[src/design/dks_pkg.sv]
`timescale 1ns / 1ps
// DES key schedule package: word types, permutation tables and helper functions.
package dks_pkg;

  localparam int unsigned HalfLen   = 28;
  localparam int unsigned NumRounds = 16;
  localparam int unsigned Pc2Len    = 24;
  localparam int unsigned GroupLen  = 6;

  localparam logic [3:0] LastSlot = 4'd15;

  typedef struct packed {
    logic [31:0] key_low_word;
    logic [31:0] key_high_word;
    logic        decrypt;
  } key_word_t;

  typedef struct packed {
    logic [3:0] slot;
    logic [5:0] c_group0;
    logic [5:0] c_group1;
    logic [5:0] c_group2;
    logic [5:0] c_group3;
    logic [5:0] d_group0;
    logic [5:0] d_group1;
    logic [5:0] d_group2;
    logic [5:0] d_group3;
    logic       last_subkey;
  } subkey_word_t;

  // PC-1, 1-based key positions
  localparam logic [5:0] PC1_C [0:27] = '{
    6'd57, 6'd49, 6'd41, 6'd33, 6'd25, 6'd17, 6'd9,
    6'd1,  6'd58, 6'd50, 6'd42, 6'd34, 6'd26, 6'd18,
    6'd10, 6'd2,  6'd59, 6'd51, 6'd43, 6'd35, 6'd27,
    6'd19, 6'd11, 6'd3,  6'd60, 6'd52, 6'd44, 6'd36
  };

  localparam logic [5:0] PC1_D [0:27] = '{
    6'd63, 6'd55, 6'd47, 6'd39, 6'd31, 6'd23, 6'd15,
    6'd7,  6'd62, 6'd54, 6'd46, 6'd38, 6'd30, 6'd22,
    6'd14, 6'd6,  6'd61, 6'd53, 6'd45, 6'd37, 6'd29,
    6'd21, 6'd13, 6'd5,  6'd28, 6'd20, 6'd12, 6'd4
  };

  // PC-2, 1-based positions in C (1..28) and D (29..56)
  localparam logic [5:0] PC2_C [0:23] = '{
    6'd14, 6'd17, 6'd11, 6'd24, 6'd1,  6'd5,
    6'd3,  6'd28, 6'd15, 6'd6,  6'd21, 6'd10,
    6'd23, 6'd19, 6'd12, 6'd4,  6'd26, 6'd8,
    6'd16, 6'd7,  6'd27, 6'd20, 6'd13, 6'd2
  };

  localparam logic [5:0] PC2_D [0:23] = '{
    6'd41, 6'd52, 6'd31, 6'd37, 6'd47, 6'd55,
    6'd30, 6'd40, 6'd51, 6'd45, 6'd33, 6'd48,
    6'd44, 6'd49, 6'd39, 6'd56, 6'd34, 6'd53,
    6'd46, 6'd42, 6'd50, 6'd36, 6'd29, 6'd32
  };

  // Total left rotation of C and D after each round, modulo 28
  localparam logic [4:0] ROT_TOTAL [0:15] = '{
    5'd1,  5'd2,  5'd4,  5'd6,  5'd8,  5'd10, 5'd12, 5'd14,
    5'd15, 5'd17, 5'd19, 5'd21, 5'd23, 5'd25, 5'd27, 5'd0
  };

  function automatic logic [27:0] pc1_c(input logic [63:0] key);
    logic [5:0] idx;
    pc1_c = '0;
    for (int j = 0; j < HalfLen; j++) begin
      idx = PC1_C[j] - 6'd1;
      pc1_c[j] = key[idx];
    end
  endfunction

  function automatic logic [27:0] pc1_d(input logic [63:0] key);
    logic [5:0] idx;
    pc1_d = '0;
    for (int j = 0; j < HalfLen; j++) begin
      idx = PC1_D[j] - 6'd1;
      pc1_d[j] = key[idx];
    end
  endfunction

  // Element j takes element j+n
  function automatic logic [27:0] rot_half(input logic [27:0] h, input logic [4:0] n);
    logic [55:0] dbl;
    dbl = {h, h} >> n;
    rot_half = dbl[27:0];
  endfunction

  function automatic logic [23:0] pc2_c(input logic [27:0] h);
    logic [5:0] idx;
    pc2_c = '0;
    for (int k = 0; k < Pc2Len; k++) begin
      idx = PC2_C[k] - 6'd1;
      pc2_c[k] = h[idx[4:0]];
    end
  endfunction

  function automatic logic [23:0] pc2_d(input logic [27:0] h);
    logic [5:0] idx;
    pc2_d = '0;
    for (int k = 0; k < Pc2Len; k++) begin
      idx = PC2_D[k] - 6'd29;
      pc2_d[k] = h[idx[4:0]];
    end
  endfunction

endpackage

[src/design/dks_if.sv]
`timescale 1ns / 1ps
// Valid/ready channel interfaces for key words and subkey words.
interface dks_key_if;
  import dks_pkg::*;

  logic      valid;
  logic      ready;
  key_word_t data;

  modport source (output valid, output data, input ready);
  modport sink (input valid, input data, output ready);
endinterface

interface dks_subkey_if;
  import dks_pkg::*;

  logic         valid;
  logic         ready;
  subkey_word_t data;

  modport source (output valid, output data, input ready);
  modport sink (input valid, input data, output ready);
endinterface

[src/design/des_key_schedule_top.sv]
`timescale 1ns / 1ps
// DES key schedule top level: key word in, sixteen subkey words out.
//
//   channel    dir  interface      word
//   key_i      in   dks_key_if     key_low_word, key_high_word, decrypt
//   subkey_o   out  dks_subkey_if  slot, c/d groups 0..3, last_subkey
//
// A key word yields sixteen subkey words, one per cycle while the output is not
// stalled, counted off by the slot counter over the registered C/D halves.
// The next key is taken in the cycle the slot-15 word enters the output
// register, so keys stream back to back with no gap.
// Output stalls hold the slot counter; reset (rst_ni low) empties both stages.
module des_key_schedule_top (
  input  logic                clk_i,
  input  logic                rst_ni,
  dks_key_if.sink             key_i,
  dks_subkey_if.source        subkey_o
);
  import dks_pkg::*;

  logic         work_valid_q, work_valid_d;
  logic [3:0]   slot_q, slot_d;
  logic [27:0]  c_q, c_d;
  logic [27:0]  d_q, d_d;
  logic         dec_q, dec_d;
  logic         out_valid_q, out_valid_d;
  subkey_word_t out_q, out_d;

  logic         advance;
  logic         key_acc;
  logic [3:0]   rnd;
  logic [27:0]  c_rot, d_rot;
  logic [23:0]  c_sel, d_sel;
  logic [63:0]  key;

  assign advance = work_valid_q && (!out_valid_q || subkey_o.ready);
  assign key_i.ready = !work_valid_q || (advance && slot_q == LastSlot);
  assign key_acc = key_i.valid && key_i.ready;

  assign key = {key_i.data.key_high_word, key_i.data.key_low_word};

  // decrypt walks rounds 15..0
  assign rnd   = dec_q ? ~slot_q : slot_q;
  assign c_rot = rot_half(c_q, ROT_TOTAL[rnd]);
  assign d_rot = rot_half(d_q, ROT_TOTAL[rnd]);
  assign c_sel = pc2_c(c_rot);
  assign d_sel = pc2_d(d_rot);

  always_comb begin
    work_valid_d = work_valid_q;
    slot_d       = slot_q;
    c_d          = c_q;
    d_d          = d_q;
    dec_d        = dec_q;
    if (key_acc) begin
      work_valid_d = 1'b1;
      slot_d       = '0;
      c_d          = pc1_c(key);
      d_d          = pc1_d(key);
      dec_d        = key_i.data.decrypt;
    end else if (advance) begin
      slot_d = slot_q + 4'd1;
      if (slot_q == LastSlot) begin
        work_valid_d = 1'b0;
      end
    end
  end

  always_comb begin
    out_valid_d = out_valid_q;
    out_d       = out_q;
    if (advance) begin
      out_valid_d       = 1'b1;
      out_d.slot        = slot_q;
      out_d.c_group0    = c_sel[5:0];
      out_d.c_group1    = c_sel[11:6];
      out_d.c_group2    = c_sel[17:12];
      out_d.c_group3    = c_sel[23:18];
      out_d.d_group0    = d_sel[5:0];
      out_d.d_group1    = d_sel[11:6];
      out_d.d_group2    = d_sel[17:12];
      out_d.d_group3    = d_sel[23:18];
      out_d.last_subkey = (slot_q == LastSlot);
    end else if (subkey_o.ready) begin
      out_valid_d = 1'b0;
    end
  end

  always_ff @(posedge clk_i or negedge rst_ni) begin
    if (!rst_ni) begin
      work_valid_q <= 1'b0;
      slot_q       <= '0;
      out_valid_q  <= 1'b0;
    end else begin
      work_valid_q <= work_valid_d;
      slot_q       <= slot_d;
      out_valid_q  <= out_valid_d;
    end
  end

  always_ff @(posedge clk_i) begin
    c_q   <= c_d;
    d_q   <= d_d;
    dec_q <= dec_d;
    out_q <= out_d;
  end

  assign subkey_o.valid = out_valid_q;
  assign subkey_o.data  = out_q;

`ifndef SYNTHESIS
  a_key_starts_run: assert property (@(posedge clk_i) disable iff (!rst_ni)
    key_acc |=> work_valid_q && slot_q == '0)
    else $error("accepted key did not start at slot 0");

  a_slot_steps: assert property (@(posedge clk_i) disable iff (!rst_ni)
    advance && slot_q != LastSlot |=> work_valid_q && slot_q == $past(slot_q) + 4'd1)
    else $error("slot counter skipped or lost the run");

  a_stall_holds: assert property (@(posedge clk_i) disable iff (!rst_ni)
    work_valid_q && !advance |=> work_valid_q && $stable(slot_q))
    else $error("slot counter moved during output stall");

  a_last_flag: assert property (@(posedge clk_i) disable iff (!rst_ni)
    out_valid_q |-> out_q.last_subkey == (out_q.slot == LastSlot))
    else $error("last_subkey disagrees with slot");
`endif

endmodule
[src/flat_wrapper.sv]
// flat-port wrapper written by rule: the top's interface ports become plain ports
module des_key_schedule_top_flat import dks_pkg::*;
  (clk_i, rst_ni, key_i_valid, key_i_data, key_i_ready, subkey_o_valid, subkey_o_data, subkey_o_ready);
  dks_key_if key_i_i ();
  dks_subkey_if subkey_o_i ();
  input  logic clk_i;
  input  logic rst_ni;
  input wire logic [$bits(key_i_i.valid)-1:0] key_i_valid;
  input wire logic [$bits(key_i_i.data)-1:0] key_i_data;
  output wire logic [$bits(key_i_i.ready)-1:0] key_i_ready;
  output wire logic [$bits(subkey_o_i.valid)-1:0] subkey_o_valid;
  output wire logic [$bits(subkey_o_i.data)-1:0] subkey_o_data;
  input wire logic [$bits(subkey_o_i.ready)-1:0] subkey_o_ready;
  assign key_i_i.valid = key_i_valid;
  assign key_i_i.data = key_i_data;
  assign key_i_ready = key_i_i.ready;
  assign subkey_o_valid = subkey_o_i.valid;
  assign subkey_o_data = subkey_o_i.data;
  assign subkey_o_i.ready = subkey_o_ready;
  des_key_schedule_top u_core (.clk_i(clk_i), .rst_ni(rst_ni), .key_i(key_i_i), .subkey_o(subkey_o_i));
endmodule
[config.mk]
export PLATFORM = sky130hd
export DESIGN_NAME = des_key_schedule_top_flat
export DESIGN_NICKNAME = d
export VERILOG_FILES = /design/src/design/dks_pkg.sv /design/src/design/dks_if.sv /design/src/design/des_key_schedule_top.sv /design/src/flat_wrapper.sv
export SDC_FILE = /design/constraint.sdc
export NUM_CORES = 1
export LEC_CHECK = 0
export BUFFER_PORTS_ARGS = -buffer_cell sky130_fd_sc_hd__buf_4
export CAP_MARGIN = 0
export CELL_PAD_IN_SITES_DETAIL_PLACEMENT = 0
export CELL_PAD_IN_SITES_GLOBAL_PLACEMENT = 1
export CORE_AREA = 2 2 151 138
export DETAILED_ROUTE_END_ITERATION = 8
export DIE_AREA = 0 0 153 140
export PLACE_DENSITY = 0.74
export SYNTH_ARGS = -nofsm -noshare
export SYNTH_HDL_FRONTEND = slang
export SYNTH_SLANG_ARGS = --single-unit
export TNS_END_PERCENT = 50
[constraint.sdc]
create_clock -name clk_i -period 5.7 [get_ports clk_i]
set_input_delay 0 -clock clk_i [delete_from_list [all_inputs] [get_ports clk_i]]
set_output_delay 0 -clock clk_i [all_outputs]
set_load 0.005 [all_outputs]
==> summary.md, run 1 <==
| Metric | Value |
|---|---|
| Drt first-iter violations | `around 590` |
| Req. time, crit path | `between 5 and 6 ns` |
| Yosys warnings | `0` |
| Cell Chain, Critical Path | `ha_1 > o21ai_0 > a21oi_1 > a21oi_1 > and2_1 > buf_4 > a22oi_1 > a21oi_1 > a21o_1` |
| DR WL/cell | `about 19 µm` |
| Post-Synthesis Cells | `between 400 and 500` |
| Die width | `between 150 and 200 µm` |
| Die H | `~140 µm` |
| # DRC | `0` |
| Number of synthesized flops with an enable pin | `between 100 and 150` |
| Net Count, Synth | `between 500 and 600` |
| Tightest Hold Check Type | `input pin to flip-flop` |
| Largest cells by area after synthesis | `edfxtp_1, mux4_2, a22oi_1` |
| Total track usage | `roughly 16%` |
| Net count of the finished layout | `roughly 700` |
| Clk_lat worst skew | `~0.42 ns` |
| Max incr delay on CP | `0.83 ns` |
| Core outline area | `19800 µm²` |
| Distinct cell type count after synthesis | `42` |
| Most frequent CP cell | `a21oi_1` |
| Kind of critical path | `flip-flop to flip-flop` |
| Routed Antenna Nets | `0` |
| CP Capture Type | `flip-flop` |
| First-pass GRT wire length | `roughly 28 mm` |
| Max Cap Viol | `0` |
| Status | `finished clean` |
| Share of cells above drive strength 1 | `roughly two fifths` |
| Routed wire length | `~17 mm` |
| DR vias | `5208` |
| Ys async rst share | `roughly 5.2%` |
| Hold path cells | `2` |
| Worst slew margin | `24.8%` |
| WHS Endpoint | `u_core.d_q[21]` |
| H-tree depth | `4` |
| WP buf/inv | `1` |
| Crit-path slowest cell | `and2_1` |
| Area growth from synthesis to layout | `33.6%` |
| CP arrival | `4.09 ns` |
| Critical path depth in cells | `9` |
| Mapped Area | `between 6000 and 7000 µm²` |
| Delay-heaviest family, CP | `compound AO/OA/AOI/OAI gates` |
| RSZ-0062 raised after global routing | `false` |
| Setup skew after layout | `~0.019 ns` |
| Yosys top cell by area | `edfxtp_1` |
| TritonCTS clock tree | `built` |
| CTS Buf Count | `17` |
| # setup viols final | `0` |
| # IOs | `124` |
| Worst r2r path cells | `9` |
| Initial antenna violation count | `0` |
| Clk buf depth | `2` |
| Post-route minimum period | `3.81 ns` |
| Post-Syn Area per Cell | `between 10 and 15 µm²` |
| Synth Register Bits | `~120` |
| Post-DR vias/cell | `5.68` |
| CP startpoint kind | `flip-flop` |
| Final TNS setup | `0 ns` |
| Top cells by count, synth | `edfxtp_1, a22oi_1, nand2_1, mux4_2, mux2_2` |
| Pin count of the biggest net entering global routing | `62` |
| Vias in the first global route | `4994` |
| Gp weighted congestion | `about 0.9` |
| Actual slew at the worst max-slew pin | `~1.1 ns` |
| Row Count | `roughly 50` |
| Max Freq | `around 260 MHz` |
| Part of the Yosys area used for sequential elements | `50.6%` |
| Crit Path Max Fanout | `26` |
| CTS sink count | `116` |
| R2r startpoint | `u_core.slot_q[0]` |
| Grt total ovfl | `0` |
| Util after Layout | `46.1%` |
| IO buf count | `between 100 and 150` |
| Most common cell in the netlist | `edfxtp_1` |
| Pre-antenna DRT Iters | `6` |
| Fin crit share | `between 60% and 70%` |
| R2R Setup Slk | `roughly 1.9 ns` |
| Final Max Slew Viols | `0` |
| Final hold vios | `0` |
| Clk slew on worst S/H paths | `0.05 ns` |
| Clock root cell | `clkbuf_16` |
| Top_reg_cell synth | `edfxtp_1` |
| Detailed placement HPWL | `about 12 mm` |
| Antenna diode count | `0` |
| Crit Reg-Reg Endpoint | `u_core.subkey_o.data[15]` |
| Initial Utilization | `34.5%` |
| Die area | `21400 µm²` |
| Hold_sp | `key_i_data[53]` |
| Top-area cell type share of the netlist area | `48.4%` |
==> layout by cell type (no fill, tap or decap), drive strengths merged, types with 2 or more instances in the layout <==
| cell type | n |
|---|---|
| a21oi | 16 |
| o21ai | 4 |
| clkinvlp | 3 |
| xor2 | 3 |
| o22a | 2 |
| nand3 | 2 |
| xnor2 | 2 |
| mux2i | 5 |
| clkbuf | 18 |
| dlygate4sd3 | 61 |
| clkinv | 7 |
| nor3 | 2 |
| mux4 | 56 |
| nor2 | 5 |
| inv | 2 |
| mux2 | 32 |
| bufinv | 4 |
| buf | 125 |
| a221oi | 3 |
| a22oi | 95 |
| or3b | 2 |
| edfxtp | 110 |
| nor2b | 2 |
| nand2b | 6 |
| and3 | 2 |
| a21o | 12 |
| nand2 | 57 |
| dfrtp | 6 |
| and2 | 3 |
| or3 | 3 |
| a22o | 2 |
==> flip-flops by register name, summed over array words and instances (netlist names) <==
signal,count
u_core.d_q,28
u_core.slot_q,4
u_core.c_q,28
u_core.dec_q,1
u_core.work_valid_q,1
u_core.subkey_o.data,53
u_core.subkey_o.valid,1
==> final cells by class <==
class | instances | area (µm²)
well taps | 255 | 319
flip-flops and latches | 116 | 3450
fillers | 1719 | 10700
clock buffers | 18 | 429
clock inverters | 14 | 186
multi-input cells | 326 | 3180
inverters | 2 | 7.51
repair buffers | 186 | 1550
==> timing repair <==
| action | CTS | global route |
|---|---|---|
| hold buffers | 61 | 0 |
| buffers inserted | 0 | 0 |
| resized for setup | 0 | 0 |
| hold endpoints to repair | 65 | 0 |
==> how the worst max path moves through the flow <==
| stage | slack, ns | end | from |
|---|---|---|---|
| floorplan | 2.58 | u_core.c_q[0] | u_core.slot_q[3] |
| global placement | 2.14 | u_core.subkey_o.data[15] | u_core.slot_q[0] |
| detailed placement | 1.99 | u_core.subkey_o.data[21] | u_core.slot_q[0] |
| CTS | 1.98 | u_core.subkey_o.data[15] | u_core.slot_q[0] |
| global route | 1.63 | u_core.subkey_o.data[2] | u_core.slot_q[0] |
| finish | 1.89 | u_core.subkey_o.data[15] | u_core.slot_q[0] |
==> layer usage <==
metal / track usage (%) / wire (µm)
met5: 0 / 0
met4: 5.51 / 232
met3: 5.63 / 1710
met2: 23.1 / 7540
met1: 23.9 / 8010
==> through the flow <==
step	worst slack (ns)	hold slack [ns]	instance area (µm²)	instances
after detailed placement	1.99	-0.191	7900	824
after global routing	1.63	0.287	9120	917
after floorplan	2.58	-0.296	6830	490
final	1.89	0.291	9120	917
after global placement	2.14	-0.191	7900	824
after CTS	1.98	0.282	9120	917
==> logic make-up after synthesis <==
logic type,Yosys count,share of synthesized area [%]
buf+inv,48,3.35
flops,116,50.6
xor+xnor,5,0.642
compound gates,141,15.0
simple gates,86,5.72
mux,93,24.5
fa+ha+maj,1,0.183
Power of run 1 is left out: the tool's default activity adds up to more than one toggle a clock period on the data nets, which glitch-free logic cannot reach.
==> run 2: changes to the inputs <==
==> constraint.sdc (replaced) <==
create_clock -name clk_i -period 3.73 [get_ports clk_i]
set_input_delay 0 -clock clk_i [delete_from_list [all_inputs] [get_ports clk_i]]
set_output_delay 0 -clock clk_i [all_outputs]
set_load 0.005 [all_outputs]
==> run 2 against run 1 <==
First-iteration DRC count rose by 20%. Die area did not move. Final cell count rose by 0.44%. Hold slack improved by 0.0031 ns. Sequential cell count did not move. Critical endpoint unchanged. Routed wire length fell by 0.43%. Global-route usage fell by 0.12 points. Worst setup slack got worse by 1.4 ns. Largest cell class unchanged. Critical path depth did not move. Clock skew fell by 0.0085 ns. Utilization rose by 0.54 points.
==> summary.md, run 2 (synthesized netlist as in run 1, its figures left out) <==
| Metric | Value |
|---|---|
| IO buf count | `115 (unchanged)` |
| Worst r2r path cells | `9 (unchanged)` |
| Post-route minimum period | `3.29 ns (was 3.81 ns)` |
| WP buf/inv | `1 (unchanged)` |
| Final TNS setup | `0 ns (unchanged)` |
| Actual slew at the worst max-slew pin | `1.15 ns (was 1.13 ns)` |
| Setup skew after layout | `0.0106 ns (was 0.0192 ns)` |
| Die area | `21400 µm² (unchanged)` |
| H-tree depth | `4 (unchanged)` |
| Routed Antenna Nets | `0 (unchanged)` |
| Req. time, crit path | `3.99 ns (was 5.97 ns)` |
| Initial antenna violation count | `0 (unchanged)` |
| Total track usage | `16.3% (was 16.5%)` |
| Pin count of the biggest net entering global routing | `62 (unchanged)` |
| Pre-antenna DRT Iters | `5 (was 6)` |
| Most frequent CP cell | `a21oi_1 (unchanged)` |
| Final Max Slew Viols | `0 (unchanged)` |
| R2r startpoint | `u_core.slot_q[0] (unchanged)` |
| Share of cells above drive strength 1 | `38.7% (was 38.1%)` |
| Fin crit share | `88.2% (was 66.9%)` |
| Clk buf depth | `2 (unchanged)` |
| Die width | `153 µm (unchanged)` |
| First-pass GRT wire length | `27.3 mm (was 27.7 mm)` |
| Hold_sp | `key_i_data[31] (was key_i_data[53])` |
| TritonCTS clock tree | `built (unchanged)` |
| Clk slew on worst S/H paths | `0.06 ns (was 0.05 ns)` |
| Max Freq | `304 MHz (was 262 MHz)` |
| Post-DR vias/cell | `5.67 (was 5.68)` |
| Cell Chain, Critical Path | `ha_1 > or3b_2 > a21oi_1 > or3_1 > and2_1 > buf_4 > a22oi_1 > a21oi_1 > a21o_1 (was ha_1 > o21ai_0 > a21oi_1 > a21oi_1 > and2_1 > buf_4 > a22oi_1 > a21oi_1 > a21o_1)` |
| Crit Path Max Fanout | `26 (unchanged)` |
| Crit-path slowest cell | `dfrtp_1 (was and2_1)` |
| CP startpoint kind | `flip-flop (unchanged)` |
| Max Cap Viol | `0 (unchanged)` |
| Clock root cell | `clkbuf_16 (unchanged)` |
| # setup viols final | `0 (unchanged)` |
| Drt first-iter violations | `715 (was 594)` |
| Die H | `140 µm (unchanged)` |
| Most common cell after layout, fill and taps aside | `buf_4 (unchanged)` |
| R2R Setup Slk | `0.44 ns (was 1.89 ns)` |
| Initial Utilization | `34.5% (unchanged)` |
| CP arrival | `3.55 ns (was 4.09 ns)` |
| Gp weighted congestion | `0.938 (was 0.925)` |
| DR WL/cell | `18.9 µm (was 19.1 µm)` |
| Worst slew margin | `23.1% (was 24.8%)` |
| Routed wire length | `17.4 mm (was 17.5 mm)` |
| CP Capture Type | `flip-flop (unchanged)` |
| Hold path cells | `2 (unchanged)` |
| Crit Reg-Reg Endpoint | `u_core.subkey_o.data[15] (unchanged)` |
| Vias in the first global route | `4931 (was 4994)` |
| Core outline area | `19800 µm² (unchanged)` |
| Net count of the finished layout | `723 (was 719)` |
| # IOs | `124 (unchanged)` |
| Row Count | `49 (unchanged)` |
| Clk_lat worst skew | `0.42 ns (about the same)` |
| # DRC | `0 (unchanged)` |
| Setup Fix Bufs, Post-CTS | `0 (unchanged)` |
| CTS Buf Count | `17 (unchanged)` |
| Area growth from synthesis to layout | `35.2% (was 33.6%)` |
| Status | `finished clean (unchanged)` |
| Most frequent cells in the layout | `buf_4, edfxtp_1, a22oi_1 (unchanged)` |
| Final hold vios | `0 (unchanged)` |
| CTS sink count | `116 (unchanged)` |
| Detailed placement HPWL | `12.4 mm (was 12.2 mm)` |
| WHS Endpoint | `u_core.d_q[0] (was u_core.d_q[21])` |
| Kind of critical path | `flip-flop to flip-flop (unchanged)` |
| Grt total ovfl | `0 (unchanged)` |
| Post-CTS Resized | `0 (unchanged)` |
| Tightest Hold Check Type | `input pin to flip-flop (unchanged)` |
| Max incr delay on CP | `0.60 ns (was 0.83 ns)` |
| Antenna diode count | `0 (unchanged)` |
| Max reg flops | `53 (unchanged)` |
| DR vias | `5222 (was 5208)` |
| RSZ-0062 raised after global routing | `false (unchanged)` |
| Delay-heaviest family, CP | `simple AND/OR/NAND/NOR gates (was compound AO/OA/AOI/OAI gates)` |
## run 2: cell types whose count changed in the layout (fill, tap and decap cells not counted), sizes merged
cell / previous run / this run
buf: 125 / 129
clkinvlp: 3 / 2
clkbuf: 18 / 17
bufinv: 4 / 5
clkinv: 7 / 5
inv: 2 / 5
## run 2: worst reg2reg max path, stage by stage, from the launching register on
cell     delay (ns)
dfrtp_1        0.60
ha_1           0.35
or3b_2         0.48
a21oi_1        0.22
or3_1          0.22
and2_1         0.46
buf_4          0.37
a22oi_1        0.13
a21oi_1        0.16
a21o_1         0.15
## run 2: final cells by class
cell class | count | area (µm²)
Clock buffer | 17 | 425
Clock inverter | 15 | 229
Fill cell | 1733 | 10600
Inverter | 2 | 7.51
Multi-Input combinational cell | 326 | 3180
Sequential cell | 116 | 3450
Tap cell | 255 | 319
Timing Repair Buffer | 190 | 1620
## run 2: timing repair
item                                    in CTS  in global routing
endpoints found under the hold margin       65                  0
endpoints found under the setup margin       0                  0
hold buffers                                61                  0
## run 2: stage by stage
step / hold slack (ns) / area, µm² / setup WS (ns) / instances / util [%]
3_3_place_gp: -0.192 / 7960 / 0.602 / 828 / 40.2
3_5_place_dp: -0.187 / 7960 / 0.541 / 828 / 40.2
2_1_floorplan: -0.296 / 6830 / 0.609 / 490 / -
5_1_grt: 0.290 / 9230 / 0.283 / 921 / 46.6
4_1_cts: 0.275 / 9230 / 0.521 / 921 / 46.6
6_report: 0.294 / 9230 / 0.439 / 921 / 46.6
## run 2: metal layers
| metal | part of all wire (%) | wire [µm] | vias up | GRT usage, % |
|---|---|---|---|---|
| met1 | 45 | 7900 | 2551 | 24.3 |
| met5 | 0 | 0 | - | 0 |
| li1 | - | - | 2357 | - |
| met4 | 1.5 | 264 | 0 | 5.99 |
| met3 | 9.6 | 1670 | 17 | 4.21 |
| met2 | 44 | 7590 | 297 | 23.1 |
## run 2: how the worst max path moves through the flow
stage	start	end	slack [ns]	cells after the start
floorplan	u_core.slot_q[3]	u_core.c_q[0]	0.61	6
global route	u_core.slot_q[0]	u_core.subkey_o.data[15]	0.28	9
detailed placement	u_core.slot_q[0]	u_core.subkey_o.data[15]	0.54	9
global placement	u_core.slot_q[0]	u_core.subkey_o.data[15]	0.60	9
finish	u_core.slot_q[0]	u_core.subkey_o.data[15]	0.44	9
CTS	u_core.slot_q[0]	u_core.subkey_o.data[15]	0.52	9
Power of run 2 is left out for the same reason.
==> run 3: changes to the inputs <==
--- a/config.mk
+++ b/config.mk
@@ -12,7 +12,8 @@
 export CORE_AREA = 2 2 151 138
 export DETAILED_ROUTE_END_ITERATION = 8
 export DIE_AREA = 0 0 153 140
-export PLACE_DENSITY = 0.74
+export PLACE_DENSITY_LB_ADDON = 0.1
+export RECOVER_POWER = 50
 export SYNTH_ARGS = -nofsm -noshare
 export SYNTH_HDL_FRONTEND = slang
 export SYNTH_SLANG_ARGS = --single-unit
==> run 3 against run 2 <==
The run now ends with capacitance limit, slew limit left. Worst setup slack improved by 0.064 ns. Final cell count is 0.65% higher. Via count decreased by 2.1%. Die area unchanged. Critical path type unchanged. Critical path depth did not move. Hold slack improved by 0.014 ns. Register-to-register slack improved by 0.06 ns.
==> summary.md, run 3 (synthesized netlist as in run 1, its figures left out) <==
| Metric | Value |
|---|---|
| Vias in the first global route | `4686 (was 4931)` |
| Row Count | `49 (unchanged)` |
| Clock root cell | `clkbuf_16 (unchanged)` |
| Worst slack, placed | `0.506 ns (was 0.541 ns)` |
| Pre-antenna DRT Iters | `5 (unchanged)` |
| Final Max Slew Viols | `42 (was 0)` |
| Post-CTS Resized | `0 (unchanged)` |
| Share of cells above drive strength 1 | `38.2% (was 38.7%)` |
| Drt first-iter violations | `550 (was 715)` |
| Kind of critical path | `flip-flop to flip-flop (unchanged)` |
| Status | `finished, violations left (was finished clean)` |
| Total track usage | `16.7% (was 16.3%)` |
| TritonCTS clock tree | `built (unchanged)` |
| Max Cap Viol | `1 (was 0)` |
| Max Freq | `310 MHz (was 304 MHz)` |
| Max incr delay on CP | `0.70 ns (was 0.60 ns)` |
| CP Capture Type | `flip-flop (unchanged)` |
| Die width | `153 µm (unchanged)` |
| Post-route minimum period | `3.23 ns (was 3.29 ns)` |
| Actual slew at the worst max-slew pin | `1.65 ns (was 1.15 ns)` |
| Final hold vios | `0 (unchanged)` |
| Cell Chain, Critical Path | `o21bai_1 > a22oi_2 > xnor2_2 > buf_12 > buf_12 > mux4_2 > a22oi_1 > nand2_1 > mux2_2 (was ha_1 > or3b_2 > a21oi_1 > or3_1 > and2_1 > buf_4 > a22oi_1 > a21oi_1 > a21o_1)` |
| Final TNS setup | `0 ns (unchanged)` |
| DR WL/cell | `19.1 µm (was 18.9 µm)` |
| IO buf count | `115 (unchanged)` |
| Area growth from synthesis to layout | `35.0% (was 35.2%)` |
| Initial antenna violation count | `0 (unchanged)` |
| Worst slew margin | `-9.76% (was 23.1%)` |
| Die H | `140 µm (unchanged)` |
| Most common cell after layout, fill and taps aside | `edfxtp_1 (was buf_4)` |
| CTS Buf Count | `17 (unchanged)` |
| Failing checks | `capacitance limit, slew limit` |
| CP arrival | `3.39 ns (was 3.55 ns)` |
| # DRC | `0 (unchanged)` |
| Detailed placement HPWL | `12.7 mm (was 12.4 mm)` |
| Req. time, crit path | `3.89 ns (was 3.99 ns)` |
| Fin crit share | `86.5% (was 88.2%)` |
| First-pass GRT wire length | `27.3 mm (about the same)` |
| Grt total ovfl | `0 (unchanged)` |
| Crit Path Max Fanout | `36 (was 26)` |
| Routed Antenna Nets | `0 (unchanged)` |
| Net count of the finished layout | `729 (was 723)` |
| Max reg flops | `53 (unchanged)` |
| Core outline area | `19800 µm² (unchanged)` |
| Tightest Hold Check Type | `input pin to flip-flop (unchanged)` |
| Final worst slack | `0.503 ns (was 0.439 ns)` |
| Fillers | `1780 (was 1733)` |
| Antenna diode count | `0 (unchanged)` |
| H-tree depth | `4 (unchanged)` |
| Most frequent CP cell | `buf_12 (was a21oi_1)` |
| Setup skew after layout | `0.0174 ns (was 0.0106 ns)` |
| Routed wire length | `17.7 mm (was 17.4 mm)` |
| Clk buf depth | `2 (unchanged)` |
| Clk slew on worst S/H paths | `0.06 ns (about the same)` |
| # IOs | `124 (unchanged)` |
| Most frequent cells in the layout | `edfxtp_1, clkbuf_4, a22oi_1 (was buf_4, edfxtp_1, a22oi_1)` |
| Util after Layout | `46.5% (was 46.6%)` |
| CTS sink count | `116 (unchanged)` |
| Pin count of the biggest net entering global routing | `62 (unchanged)` |
| Clk_lat worst skew | `0.42 ns (about the same)` |
| RSZ-0062 raised after global routing | `false (unchanged)` |
| Post-DR vias/cell | `5.51 (was 5.67)` |
| Initial Utilization | `34.5% (unchanged)` |
| Gp weighted congestion | `0.807 (was 0.938)` |
| Die area | `21400 µm² (unchanged)` |
| CP startpoint kind | `flip-flop (unchanged)` |
| # setup viols final | `0 (unchanged)` |
| DR vias | `5110 (was 5222)` |
| Crit-path slowest cell | `dfrtp_1 (unchanged)` |
-- run 3: cell types whose count changed in the layout (fill, tap and decap cells not counted), sizes merged --
cell / before / now
buf: 129 / 23
bufinv: 5 / 3
clkbuf: 17 / 134
inv: 5 / 2
-- run 3: stage by stage --
step	instances	area [µm²]	hold WS [ns]
after detailed placement	834	8020	-0.188
after global routing	927	9220	0.301
after CTS	927	9230	0.276
after floorplan	490	6830	-0.296
final	927	9220	0.309
after global placement	834	8020	-0.186
-- run 3: area by class of cell --
class	count	area, µm²	share of cell area (%)
flip-flops and latches	116	3450	37.5
multi-input cells	326	3180	34.5
repair buffers	196	1660	18.0
clock buffers	22	464	5.04
well taps	255	319	3.46
clock inverters	10	133	1.44
inverters	2	7.51	0.0815
-- run 3: layer usage --
layer | vias to the layer above | GRT usage [%] | wire, µm
met5 | - | 0 | 0
li1 | 2366 | - | -
met1 | 2494 | 26.4 | 9000
met2 | 240 | 22.0 | 7240
met4 | 0 | 5.31 | 174
met3 | 10 | 4.58 | 1320
-- run 3: timing repair --
action                                  CTS  global route
hold endpoints to repair                 65             0
endpoints found under the setup margin    0             0
buffers inserted                          0             0
hold buffers                             61             0
-- run 3: worst max-delay path, delay by kind of cell, from the launching register on --
family / cells / cell delay (ns)
mux: 2 / 0.90
compound gates: 3 / 0.54
flops: 1 / 0.70
buf+inv: 2 / 0.49
simple gates: 1 / 0.10
xor+xnor: 1 / 0.21
-- run 3: final timing paths --
check / from / cells past startpoint / slack [ns] / to
worst max-delay path: u_core.slot_q[3] / 9 / 0.50 / u_core.subkey_o.data[13]
worst min-delay path: key_i_data[38] / 2 / 0.31 / u_core.d_q[15]
worst max register to register: u_core.slot_q[3] / 9 / 0.50 / u_core.subkey_o.data[13]
worst min register to register: u_core.work_valid_q / 1 / 0.51 / u_core.subkey_o.valid
max in group asynchronous: rst_ni / 3 / 2.97 / u_core.work_valid_q
min in group asynchronous: rst_ni / 3 / 0.54 / u_core.slot_q[3]
Power of run 3 is left out for the same reason.
